### src/design/sdc_pkg.sv
`timescale 1ns / 1ps

package sdc_pkg;

	// field widths fixed by the sample and result formats
	localparam int SAMPLE_W = 32;
	localparam int TIME_W   = 32;
	localparam int DEV_W    = 31;
	localparam int DT_W     = 31;

	// deviation after reset: 1.0 in Q15.16
	localparam logic [DEV_W-1:0] DEV_RESET = 31'd65536;

	// one input transaction
	typedef struct packed {
		logic signed [SAMPLE_W-1:0] sample_value;
		logic        [TIME_W-1:0]   sample_time;
	} sample_t;

	// one output transaction
	typedef struct packed {
		logic       archive;
		logic [1:0] decision;
	} result_t;

	// reason codes carried in result decision
	typedef enum logic [1:0] {
		DEC_INSIDE      = 2'd0,
		DEC_FIRST       = 2'd1,
		DEC_OUTSIDE     = 2'd2,
		DEC_NO_PROGRESS = 2'd3
	} dec_t;

	// sequencer states
	typedef enum logic [2:0] {
		ST_IDLE,
		ST_CHECK,
		ST_DIV_A,
		ST_DIV_B,
		ST_DECIDE,
		ST_OUT
	} seq_state_t;

endpackage

### src/design/sdc_divider.sv
`timescale 1ns / 1ps

module sdc_divider import sdc_pkg::*; #(
	parameter int NUM_W = 35
) (
	input  logic                    clk,
	input  logic                    arst_n,
	input  logic                    start,
	input  logic signed [NUM_W-1:0] num,
	input  logic        [DT_W-1:0]  den,
	output logic                    done,
	output logic signed [NUM_W-1:0] quo_floor,
	output logic signed [NUM_W-1:0] quo_ceil
);

	localparam int MAG_W = NUM_W - 1;
	localparam int CNT_W = $clog2(MAG_W + 1);

	logic                 busy_q;
	logic                 done_q;
	logic                 neg_q;
	logic [MAG_W-1:0]     mag_q;
	logic [DT_W-1:0]      rem_q;
	logic [DT_W-1:0]      den_q;
	logic [CNT_W-1:0]     cnt_q;

	logic signed [NUM_W-1:0] num_abs;
	logic [DT_W:0]           rem_sh;
	logic [DT_W+1:0]         trial;
	logic                    fits;
	logic signed [NUM_W-1:0] q_pos;
	logic signed [NUM_W-1:0] rem_nz;

	// magnitude of the numerator, known to stay below 2^(NUM_W-1)
	assign num_abs = num[NUM_W-1] ? -num : num;

	// one restoring step: shift in the next dividend bit and try a subtract
	assign rem_sh = {rem_q, mag_q[MAG_W-1]};
	assign trial  = {1'b0, rem_sh} - {2'b00, den_q};
	assign fits   = !trial[DT_W+1];

	always_ff @(posedge clk or negedge arst_n) begin
		if (!arst_n) begin
			busy_q <= 1'b0;
			done_q <= 1'b0;
			cnt_q  <= '0;
		end else begin
			done_q <= 1'b0;
			if (start && !busy_q) begin
				busy_q <= 1'b1;
				cnt_q  <= CNT_W'(MAG_W);
			end else if (busy_q) begin
				cnt_q <= cnt_q - CNT_W'(1);
				if (cnt_q == CNT_W'(1)) begin
					busy_q <= 1'b0;
					done_q <= 1'b1;
				end
			end
		end
	end

	// operand and partial remainder registers
	always_ff @(posedge clk) begin
		if (start && !busy_q) begin
			neg_q <= num[NUM_W-1];
			mag_q <= num_abs[MAG_W-1:0];
			rem_q <= '0;
			den_q <= den;
		end else if (busy_q) begin
			rem_q <= fits ? trial[DT_W-1:0] : rem_sh[DT_W-1:0];
			mag_q <= {mag_q[MAG_W-2:0], fits};
		end
	end

	// signed floor and ceiling from magnitude quotient and remainder
	assign q_pos  = NUM_W'(mag_q);
	assign rem_nz = NUM_W'(|rem_q);

	always_comb begin
		if (neg_q) begin
			quo_floor = -q_pos - rem_nz;
			quo_ceil  = -q_pos;
		end else begin
			quo_floor = q_pos;
			quo_ceil  = q_pos + rem_nz;
		end
	end

	assign done = done_q;

endmodule

### src/design/swinging_door_compressor.sv
`timescale 1ns / 1ps

// channel   direction  handshake                    payload
// sample    in         sample_valid / sample_stall  sample (sample_value, sample_time)
// result    out        result_valid / result_stall  result (archive, decision)
// config    in         cfg_wr_en                    cfg_wr_data (deviation)
//
// One sample at a time. A first or non-advancing sample goes from ST_CHECK straight
// to ST_OUT. Any other sample runs two divisions by the elapsed ticks on one
// shared radix-2 divider, one quotient bit per cycle, then passes ST_DECIDE
// on its way to ST_OUT.
// Reset clears the sequencer, the output valid flag and the door state at once, and restores the deviation.
// The next sample is taken while a finished result still waits on result_stall.

module swinging_door_compressor import sdc_pkg::*; #(
	parameter int VALUE_BITS = 32,
	parameter int SLOPE_BITS = 40
) (
	input  logic             clk,
	input  logic             arst_n,
	input  logic             sample_valid,
	output logic             sample_stall,
	input  sample_t          sample,
	output logic             result_valid,
	input  logic             result_stall,
	output result_t          result,
	input  logic             cfg_wr_en,
	input  logic [DEV_W-1:0] cfg_wr_data
);

	localparam int EXT_W = (VALUE_BITS > SAMPLE_W) ? VALUE_BITS : SAMPLE_W;
	localparam int NUM_W = ((VALUE_BITS > DEV_W) ? VALUE_BITS : DEV_W) + 3;
	localparam int CMP_W = (NUM_W > SLOPE_BITS) ? NUM_W : SLOPE_BITS;

	localparam logic signed [EXT_W-1:0] V_MAX =
		{{(EXT_W - VALUE_BITS + 1){1'b0}}, {(VALUE_BITS - 1){1'b1}}};
	localparam logic signed [EXT_W-1:0] V_MIN = ~V_MAX;
	localparam logic signed [CMP_W-1:0] S_MAX =
		{{(CMP_W - SLOPE_BITS + 1){1'b0}}, {(SLOPE_BITS - 1){1'b1}}};
	localparam logic signed [CMP_W-1:0] S_MIN = ~S_MAX;
	localparam logic signed [SLOPE_BITS-1:0] DOOR_UP = {1'b0, {(SLOPE_BITS - 1){1'b1}}};
	localparam logic signed [SLOPE_BITS-1:0] DOOR_LO = {1'b1, {(SLOPE_BITS - 1){1'b0}}};

	seq_state_t state_q, state_d;

	logic [DEV_W-1:0]             dev_q;
	logic signed [VALUE_BITS-1:0] anchor_value_q;
	logic [TIME_W-1:0]            anchor_time_q;
	logic signed [SLOPE_BITS-1:0] upper_q;
	logic signed [SLOPE_BITS-1:0] lower_q;
	logic                         started_q;

	logic signed [VALUE_BITS-1:0] v_q;
	logic [TIME_W-1:0]            t_q;
	logic [DT_W-1:0]              dt_q;
	logic signed [NUM_W-1:0]      fa_q, ca_q, fb_q, cb_q;
	result_t                      res_q;
	logic                         out_valid_q;
	result_t                      out_q;

	logic signed [EXT_W-1:0]      s_ext;
	logic signed [VALUE_BITS-1:0] v_sat;
	logic [TIME_W-1:0]            dt_full;
	logic                         no_prog;
	logic signed [NUM_W-1:0]      v_n, anc_n, dev_n, num_a, num_b;
	logic                         div_start, div_done;
	logic signed [NUM_W-1:0]      div_num, div_floor, div_ceil;
	logic [DT_W-1:0]              div_den;
	logic signed [CMP_W-1:0]      cb_c, fa_c, ca_c, fb_c, up_c, lo_c, nu_c, nl_c;
	logic signed [SLOPE_BITS-1:0] nu, nl;
	logic                         outside;
	logic                         load_out;

	// saturate incoming sample to the value width
	always_comb begin
		s_ext = EXT_W'(sample.sample_value);
		if (s_ext > V_MAX) begin
			v_sat = V_MAX[VALUE_BITS-1:0];
		end else if (s_ext < V_MIN) begin
			v_sat = V_MIN[VALUE_BITS-1:0];
		end else begin
			v_sat = s_ext[VALUE_BITS-1:0];
		end
	end

	// elapsed ticks and the two division numerators
	assign dt_full = t_q - anchor_time_q;
	assign no_prog = (dt_full == '0) || dt_full[TIME_W-1];
	assign v_n     = NUM_W'(v_q);
	assign anc_n   = NUM_W'(anchor_value_q);
	assign dev_n   = NUM_W'(dev_q);
	assign num_a   = v_n - anc_n + dev_n;
	assign num_b   = v_n - anc_n - dev_n;

	assign div_num = (state_q == ST_CHECK) ? num_a : num_b;
	assign div_den = (state_q == ST_CHECK) ? dt_full[DT_W-1:0] : dt_q;

	sdc_divider #(
		.NUM_W (NUM_W)
	) u_div (
		.clk       (clk),
		.arst_n    (arst_n),
		.start     (div_start),
		.num       (div_num),
		.den       (div_den),
		.done      (div_done),
		.quo_floor (div_floor),
		.quo_ceil  (div_ceil)
	);

	// corridor test and door candidates, saturated to the slope width
	always_comb begin
		cb_c = CMP_W'(cb_q);
		fa_c = CMP_W'(fa_q);
		ca_c = CMP_W'(ca_q);
		fb_c = CMP_W'(fb_q);
		up_c = CMP_W'(upper_q);
		lo_c = CMP_W'(lower_q);
		outside = (cb_c > up_c) || (fa_c < lo_c);
		nu_c = (ca_c > S_MAX) ? S_MAX : ((ca_c < S_MIN) ? S_MIN : ca_c);
		nl_c = (fb_c > S_MAX) ? S_MAX : ((fb_c < S_MIN) ? S_MIN : fb_c);
		nu   = nu_c[SLOPE_BITS-1:0];
		nl   = nl_c[SLOPE_BITS-1:0];
	end

	// sequencer next state and strobes
	always_comb begin
		state_d   = state_q;
		div_start = 1'b0;
		load_out  = 1'b0;
		case (state_q)
			ST_IDLE: begin
				if (sample_valid) state_d = ST_CHECK;
			end
			ST_CHECK: begin
				if (!started_q || no_prog) begin
					state_d = ST_OUT;
				end else begin
					div_start = 1'b1;
					state_d   = ST_DIV_A;
				end
			end
			ST_DIV_A: begin
				if (div_done) begin
					div_start = 1'b1;
					state_d   = ST_DIV_B;
				end
			end
			ST_DIV_B: begin
				if (div_done) state_d = ST_DECIDE;
			end
			ST_DECIDE: begin
				state_d = ST_OUT;
			end
			ST_OUT: begin
				if (!out_valid_q || !result_stall) begin
					load_out = 1'b1;
					state_d  = ST_IDLE;
				end
			end
			default: begin
				state_d = ST_IDLE;
			end
		endcase
	end

	always_ff @(posedge clk or negedge arst_n) begin
		if (!arst_n) begin
			state_q <= ST_IDLE;
		end else begin
			state_q <= state_d;
		end
	end

	// configuration, door state and output register
	always_ff @(posedge clk or negedge arst_n) begin
		if (!arst_n) begin
			dev_q          <= DEV_RESET;
			anchor_value_q <= '0;
			anchor_time_q  <= '0;
			upper_q        <= DOOR_UP;
			lower_q        <= DOOR_LO;
			started_q      <= 1'b0;
			out_valid_q    <= 1'b0;
		end else begin
			if (cfg_wr_en) dev_q <= cfg_wr_data;

			if ((state_q == ST_CHECK && !started_q) ||
			    (state_q == ST_DECIDE && outside)) begin
				anchor_value_q <= v_q;
				anchor_time_q  <= t_q;
				upper_q        <= DOOR_UP;
				lower_q        <= DOOR_LO;
				started_q      <= 1'b1;
			end else if (state_q == ST_DECIDE) begin
				if (nu < upper_q) upper_q <= nu;
				if (nl > lower_q) lower_q <= nl;
			end

			if (load_out) begin
				out_valid_q <= 1'b1;
			end else if (!result_stall) begin
				out_valid_q <= 1'b0;
			end
		end
	end

	// per-transaction working registers
	always_ff @(posedge clk) begin
		if (state_q == ST_IDLE && sample_valid) begin
			v_q <= v_sat;
			t_q <= sample.sample_time;
		end
		if (state_q == ST_CHECK) begin
			dt_q <= dt_full[DT_W-1:0];
			if (!started_q) begin
				res_q.archive  <= 1'b1;
				res_q.decision <= DEC_FIRST;
			end else begin
				res_q.archive  <= 1'b0;
				res_q.decision <= DEC_NO_PROGRESS;
			end
		end
		if (state_q == ST_DIV_A && div_done) begin
			fa_q <= div_floor;
			ca_q <= div_ceil;
		end
		if (state_q == ST_DIV_B && div_done) begin
			fb_q <= div_floor;
			cb_q <= div_ceil;
		end
		if (state_q == ST_DECIDE) begin
			res_q.archive  <= outside;
			res_q.decision <= outside ? DEC_OUTSIDE : DEC_INSIDE;
		end
		if (load_out) out_q <= res_q;
	end

	assign sample_stall = (state_q != ST_IDLE);
	assign result_valid = out_valid_q;
	assign result       = out_q;

endmodule
### config.mk
export PLATFORM = sky130hd
export DESIGN_NAME = swinging_door_compressor
export DESIGN_NICKNAME = d
export VERILOG_FILES = /design/src/design/sdc_pkg.sv /design/src/design/sdc_divider.sv /design/src/design/swinging_door_compressor.sv
export SDC_FILE = /design/constraint.sdc
export NUM_CORES = 1
export LEC_CHECK = 0
export BUFFER_PORTS_ARGS = -buffer_cell sky130_fd_sc_hd__clkbuf_2
export CAP_MARGIN = 25
export CORE_MARGIN = 5
export CORE_UTILIZATION = 40
export DETAILED_ROUTE_END_ITERATION = 6
export PLACE_DENSITY = 0.65
export SLEW_MARGIN = 0
export SYNTH_ARGS = -nofsm -noshare
export SYNTH_HDL_FRONTEND = slang
export SYNTH_SLANG_ARGS = --single-unit
### constraint.sdc
create_clock -name clk -period 10.4 [get_ports clk]
set_clock_uncertainty 0.1 [all_clocks]
set_input_delay 1.04 -clock clk [delete_from_list [all_inputs] [get_ports clk]]
set_output_delay 1.04 -clock clk [all_outputs]
set_load 0.005 [all_outputs]
-- Word-level counts from Yosys, hierarchy flattened
Cells that the tools add are included.
- input bits: 100
- output and inout bits: 5
- bits in registers: 526
- logic and storage cells: 129
- mux-type cells: 44
- reductions and logical operators: 28
- $add $sub $neg: 10
- eq/ne operators: 11
- order comparisons: 10
- operators by type and width (kind ; number):
    40-bit two-way mux ; 10
    35-bit two-way mux ; 3
    34-bit two-way mux ; 3
    35-bit by 40-bit greater-than comparator with 1-bit output, second input constant ; 2
    35-bit by 40-bit < comparator with 1-bit output, second input constant ; 2
    31-bit two-way mux ; 2
    35-bit by 40-bit greater-than comparator with 1-bit output ; 1
    40-bit greater-than comparator ; 1
    35-bit by 40-bit < comparator with 1-bit output ; 1
    40-bit < comparator ; 1
    34-bit by 1-bit adder with 35-bit output ; 1
    34-bit negation with 35-bit output ; 1
    35-bit by 2-bit subtractor with 35-bit output ; 1
    33-bit by 32-bit adder with 34-bit output ; 1
    34-bit negation ; 1
    33-bit by 32-bit subtractor with 34-bit output ; 1
    32-bit by 31-bit subtractor with 33-bit output ; 1
    32-bit by 32-bit subtractor with 33-bit output ; 1
    32-bit greater-than comparator, second input constant ; 1
    32-bit logical NOT ; 1
    32-bit < comparator, second input constant ; 1
    32-bit two-way mux ; 1
    32-bit subtractor ; 1
    31-bit OR reduction ; 1
    21 further kinds ; 63

-- Longest topological paths before layout
- word-level depth: 8
- gate-level depth with buffers: 26
- gate-level depth less buffers: 25

-- By module
A second synthesis with hierarchy kept.
- cell total of the unflattened synthesis: 3274
- area, all modules: 32546.2 sq um
- modules (own cells, without submodules) (module ; cells an instance ; instances ; area an instance (sq um) ; sequential area each (sq um)):
    swinging_door_compressor ; 2066 ; 1 ; 23047.1 ; 11277.1
    sdc_divider ; 1208 ; 1 ; 9499.1 ; 2802.7

-- Least setup slack after synthesis
Ideal clock, no wire load.
- kind: reg-to-reg
- from: reg anchor_value_q[1]
- to: reg u_div.mag_q[28] (data pin)
- path buffers: 1
- slack: 4.782 ns
- stages on the path, launching flop included: 26
- arrival time: 5.256 ns
- cells stage by stage: dfrtp_1 inv_1 ha_1 nor2b_1 o21a_1 o21ai_0 a21oi_1 o311ai_0 o31ai_1 o21a_1 o21a_1 nor2_1 xnor2_1 ha_1 a21o_1 a211o_1 or2_2 o31a_1 a211o_1 nand2_1 a21oi_1 xor2_1 clkbuf_1 o21ai_0 xnor2_1 mux2_1
- longest elaborated chain between the ends: 6
- ends and longest elaborated chain (what ; line ; text):
    from (decl) ; swinging_door_compressor.sv:47 ; logic signed [VALUE_BITS-1:0] anchor_value_q;
    from (signal assigned) ; swinging_door_compressor.sv:190 ; anchor_value_q <= v_q;
    32-bit by 32-bit subtractor with 33-bit output (*) ; swinging_door_compressor.sv:92, swinging_door_compressor.sv:93 ;
    33-bit by 32-bit subtractor with 34-bit output or 33-bit by 32-bit adder with 34-bit output (tied branches) ; swinging_door_compressor.sv:93, swinging_door_compressor.sv:92 ;
    35-bit two-way mux (*) ; swinging_door_compressor.sv:95 ; assign div_num = (state_q == ST_CHECK) ? num_a : num_b;
    34-bit negation ; sdc_divider.sv:35 ; assign num_abs = num[NUM_W-1] ? -num : num;
    34-bit two-way mux (*) ; sdc_divider.sv:35 ;
    34-bit two-way mux (*) ; sdc_divider.sv:64 ; if (start && !busy_q) begin
    to (signal assigned) ; sdc_divider.sv:66 ; mag_q <= num_abs[MAG_W-1:0];
    to (signal assigned) ; sdc_divider.sv:71 ; mag_q <= {mag_q[MAG_W-2:0], fits};
    to (decl) ; sdc_divider.sv:22 ; logic [MAG_W-1:0] mag_q;
Mark *: on every way between the ends. The rest lies on a longest branch, timed or not.
A chain may end at the register's enable or synchronous reset.

-- Worst setup path after layout
- from: reg anchor_value_q[1]
- to: reg u_div.mag_q[25] (data pin)
The elaborated chain is that of the path after synthesis.

==> flow_summary.ini <==
[outcome]
run_status = complete, no violations

[placement]
io_buffers = 104
gp_congestion = 0.886
dp_hpwl_mm = 53.2

[clock_network]
cts_buffers = 56
cts_sinks = 518
insertion_delay_ns = 0.64
cts.htree.levels = 2
cts-root-buf = clkbuf_16
cts_buffer_depth = 3
cts_tree = built
cts_repair_resize_count = 0
cts_setup_buffers = 0
path_clk_slew_ns = 0.07
ctsHoldBuffers = 0

[yosys]
async_reset_ff_frac = 0.347
seq_area_frac_synth = 0.432
synth_edf_count = 276
ys_warn_count = 0
ys.flop_type = edfxtp_1
ys_ff_latch = 518
syn_nets = 3623
syn_inst = 3241
synth_cell_types = 96
mappedNetlistArea_um2 = 32600
syn_area_per_cell_um2 = 10.1

[global_route]
grt_pass1_wl_mm = 120
antenna_found_initial = 0
gr-usage-all-layers = 0.165
grt_pass1_vias = 23138
grt_max_degree = 83
grt-ovfl-total = 0

[detailed_routing]
drt_iter0_markers = 1495
avgViaCountPerCell = 5.40
dr.pass1.iters = 5
wl_per_cell_um = 16.6
routed_wl_mm = 72.4
num_vias = 23600
drcViolationCount = 0
antenna_left = 0

[sta]
setup_violations = 0
finalCritPeriodShare = 0.604
tns_ns = 0
slew_violations = 0
period_minus_slack_ns = 6.28
fmax_mhz = 159
rsz0062_at_grt = false
worst_pin_slew_ns = 0.935
hold_viol_final = 0
relSlewSlack = 0.377

[run]
maxCapViolCount = 0

[setup_path]
path_max_fanout = 35
critPathKind = flip-flop to flip-flop
setup.worst_path.end_class = flip-flop
arrival_ns = 6.56
crit_path_start_kind = flip-flop
critical_path_required_ns = 10.68

[finish]
num-nets-final = 3644
drive_gt1_frac = 0.123
syn2layout_area_growth_pct = 10.3

[hold_path]
hp-class = flip-flop to flip-flop

[floorplan]
io_pins = 105
rows = 104
initial_utilization = 0.404
chipWidth_um = 295
coreArea_um2 = 80700
die_area_um2 = 87300
die_h_um = 295
-- final cells by class --
type	instances	area [um^2]
clock buffers	76	1560
inverters	229	860
clock inverters	30	339
fillers	7620	44700
well taps	1060	1330
diodes	1	2.50
multi-input cells	2333	17100
repair buffers	124	699
flip-flops and latches	518	14100
-- cells in the mapped netlist (all sizes together), types with 57 or more instances --
| library cell | number | area, um^2 |
|---|---|---|
| xnor2 | 175 | 1530 |
| a21o | 115 | 863 |
| ha | 278 | 3480 |
| nand4 | 57 | 357 |
| edfxtp | 276 | 8290 |
| clkbuf | 135 | 507 |
| nor3 | 58 | 300 |
| dfrtp | 143 | 3580 |
| a22o | 70 | 613 |
| xor2 | 76 | 666 |
| mux2 | 110 | 1240 |
| a21oi | 208 | 1040 |
| inv | 228 | 856 |
| o21ai | 184 | 921 |
| nor2 | 182 | 683 |
| nand2 | 239 | 902 |
| dfxtp | 62 | 1240 |
-- routing by layer --
metal	GRT usage	up-vias	share of wire	routed length, um
li1	-	11871	-	-
met1	0.238	11145	0.48	35100
met2	0.268	483	0.45	32800
met3	0.0189	101	0.040	2890
met4	0.0396	0	0.022	1600
met5	0	-	0	0
-- kinds of logic (layout without fill, tap and decap cells) --
family / Yosys count / after routing / synth area share
AOI/OAI and AO/OA: 839 / 839 / 0.171
xor gates and xnor gates: 251 / 251 / 0.0674
adders and majority gates: 282 / 282 / 0.109
buffers and inverters: 390 / 459 / 0.0464
DFF: 518 / 518 / 0.432
muxes: 121 / 121 / 0.0414
other: 0 / 1 / 0
and+or+nand+nor: 840 / 840 / 0.133
-- placed cells by master (no fill, tap or decap), drive strengths merged, types with 12 or more instances in the layout --
cell type	netlist	layout
o31ai	25	25
o22a	37	37
clkinv	1	19
o21ai	184	184
mux2	110	110
buf	26	20
a22o	70	70
nand2	239	239
edfxtp	276	276
clkbuf	135	180
a21oi	208	208
nand3	50	50
nand4	57	57
dfstp	37	37
nor4	29	29
o21bai	18	18
and4	15	15
nand2b	38	38
o211ai	19	19
a21o	115	115
inv	228	233
or4	12	12
a31oi	22	22
xnor2	175	175
ha	278	278
nor2b	30	30
and3	22	22
or3	32	32
o22ai	13	13
nor3	58	58
dfrtp	143	143
or2	15	15
and2	14	14
xor2	76	76
nor2	182	182
dfxtp	62	62
o21a	25	25
-- worst paths after layout --
kind	from	to	slack (ns)	cells past startpoint
worst max-delay path	anchor_value_q[1]	u_div.mag_q[25]	4.12	23
worst min-delay path	res_q[1]	result[1]	0.31	0
worst max register to register	anchor_value_q[1]	u_div.mag_q[25]	4.12	23
worst min register to register	res_q[1]	result[1]	0.31	0
max in group asynchronous	arst_n	dev_q[22]	8.58	2
min in group asynchronous	arst_n	result_valid	0.33	1
-- sequential cells by signal, summed over array words and instances (netlist names), 6 cells and up --
register / cells
anchor_time_q: 32
anchor_value_q: 32
ca_q: 35
cb_q: 35
dev_q: 31
dt_q: 31
fa_q: 35
fb_q: 35
lo_c: 36
t_q: 32
u_div.cnt_q: 6
u_div.den_q: 31
u_div.mag_q: 34
u_div.rem_q: 31
up_c: 36
v_q: 32
-- worst max-delay path: stages (launching register included) --
cell and delay, ns:
dfrtp_1 0.37, inv_1 0.07, ha_1 0.28, nor2b_1 0.13, o21a_1 0.17, o21ai_0 0.24
a21oi_1 0.14, o311ai_0 0.65, o21ai_0 0.28, xor2_1 0.20, ha_1 0.44, and4_1 0.31
or3_1 0.13, o22ai_1 0.06, o31ai_1 0.52, o31a_1 0.33, a211o_1 0.21, nand2_1 0.06
a21oi_1 0.25, xor2_2 0.15, buf_4 0.31, o21ai_0 0.19, xnor2_1 0.15, mux2_1 0.29
-- through the flow --
| stage | instances | area (um^2) | worst slack, ns | hold WS (ns) | util |
|---|---|---|---|---|---|
| after floorplan | 3241 | 32600 | 4.78 | 0.300 | - |
| after global placement | 4263 | 34000 | 4.22 | 0.305 | 0.422 |
| after detailed placement | 4263 | 34000 | 4.21 | 0.310 | 0.422 |
| after CTS | 4369 | 35900 | 4.18 | 0.310 | 0.445 |
| after global routing | 4370 | 35900 | 3.65 | 0.322 | 0.445 |
| final | 4371 | 35900 | 4.12 | 0.313 | 0.445 |
Power is not shown: default switching activity piles up to over one toggle a cycle in this logic, so the estimate is an artifact.
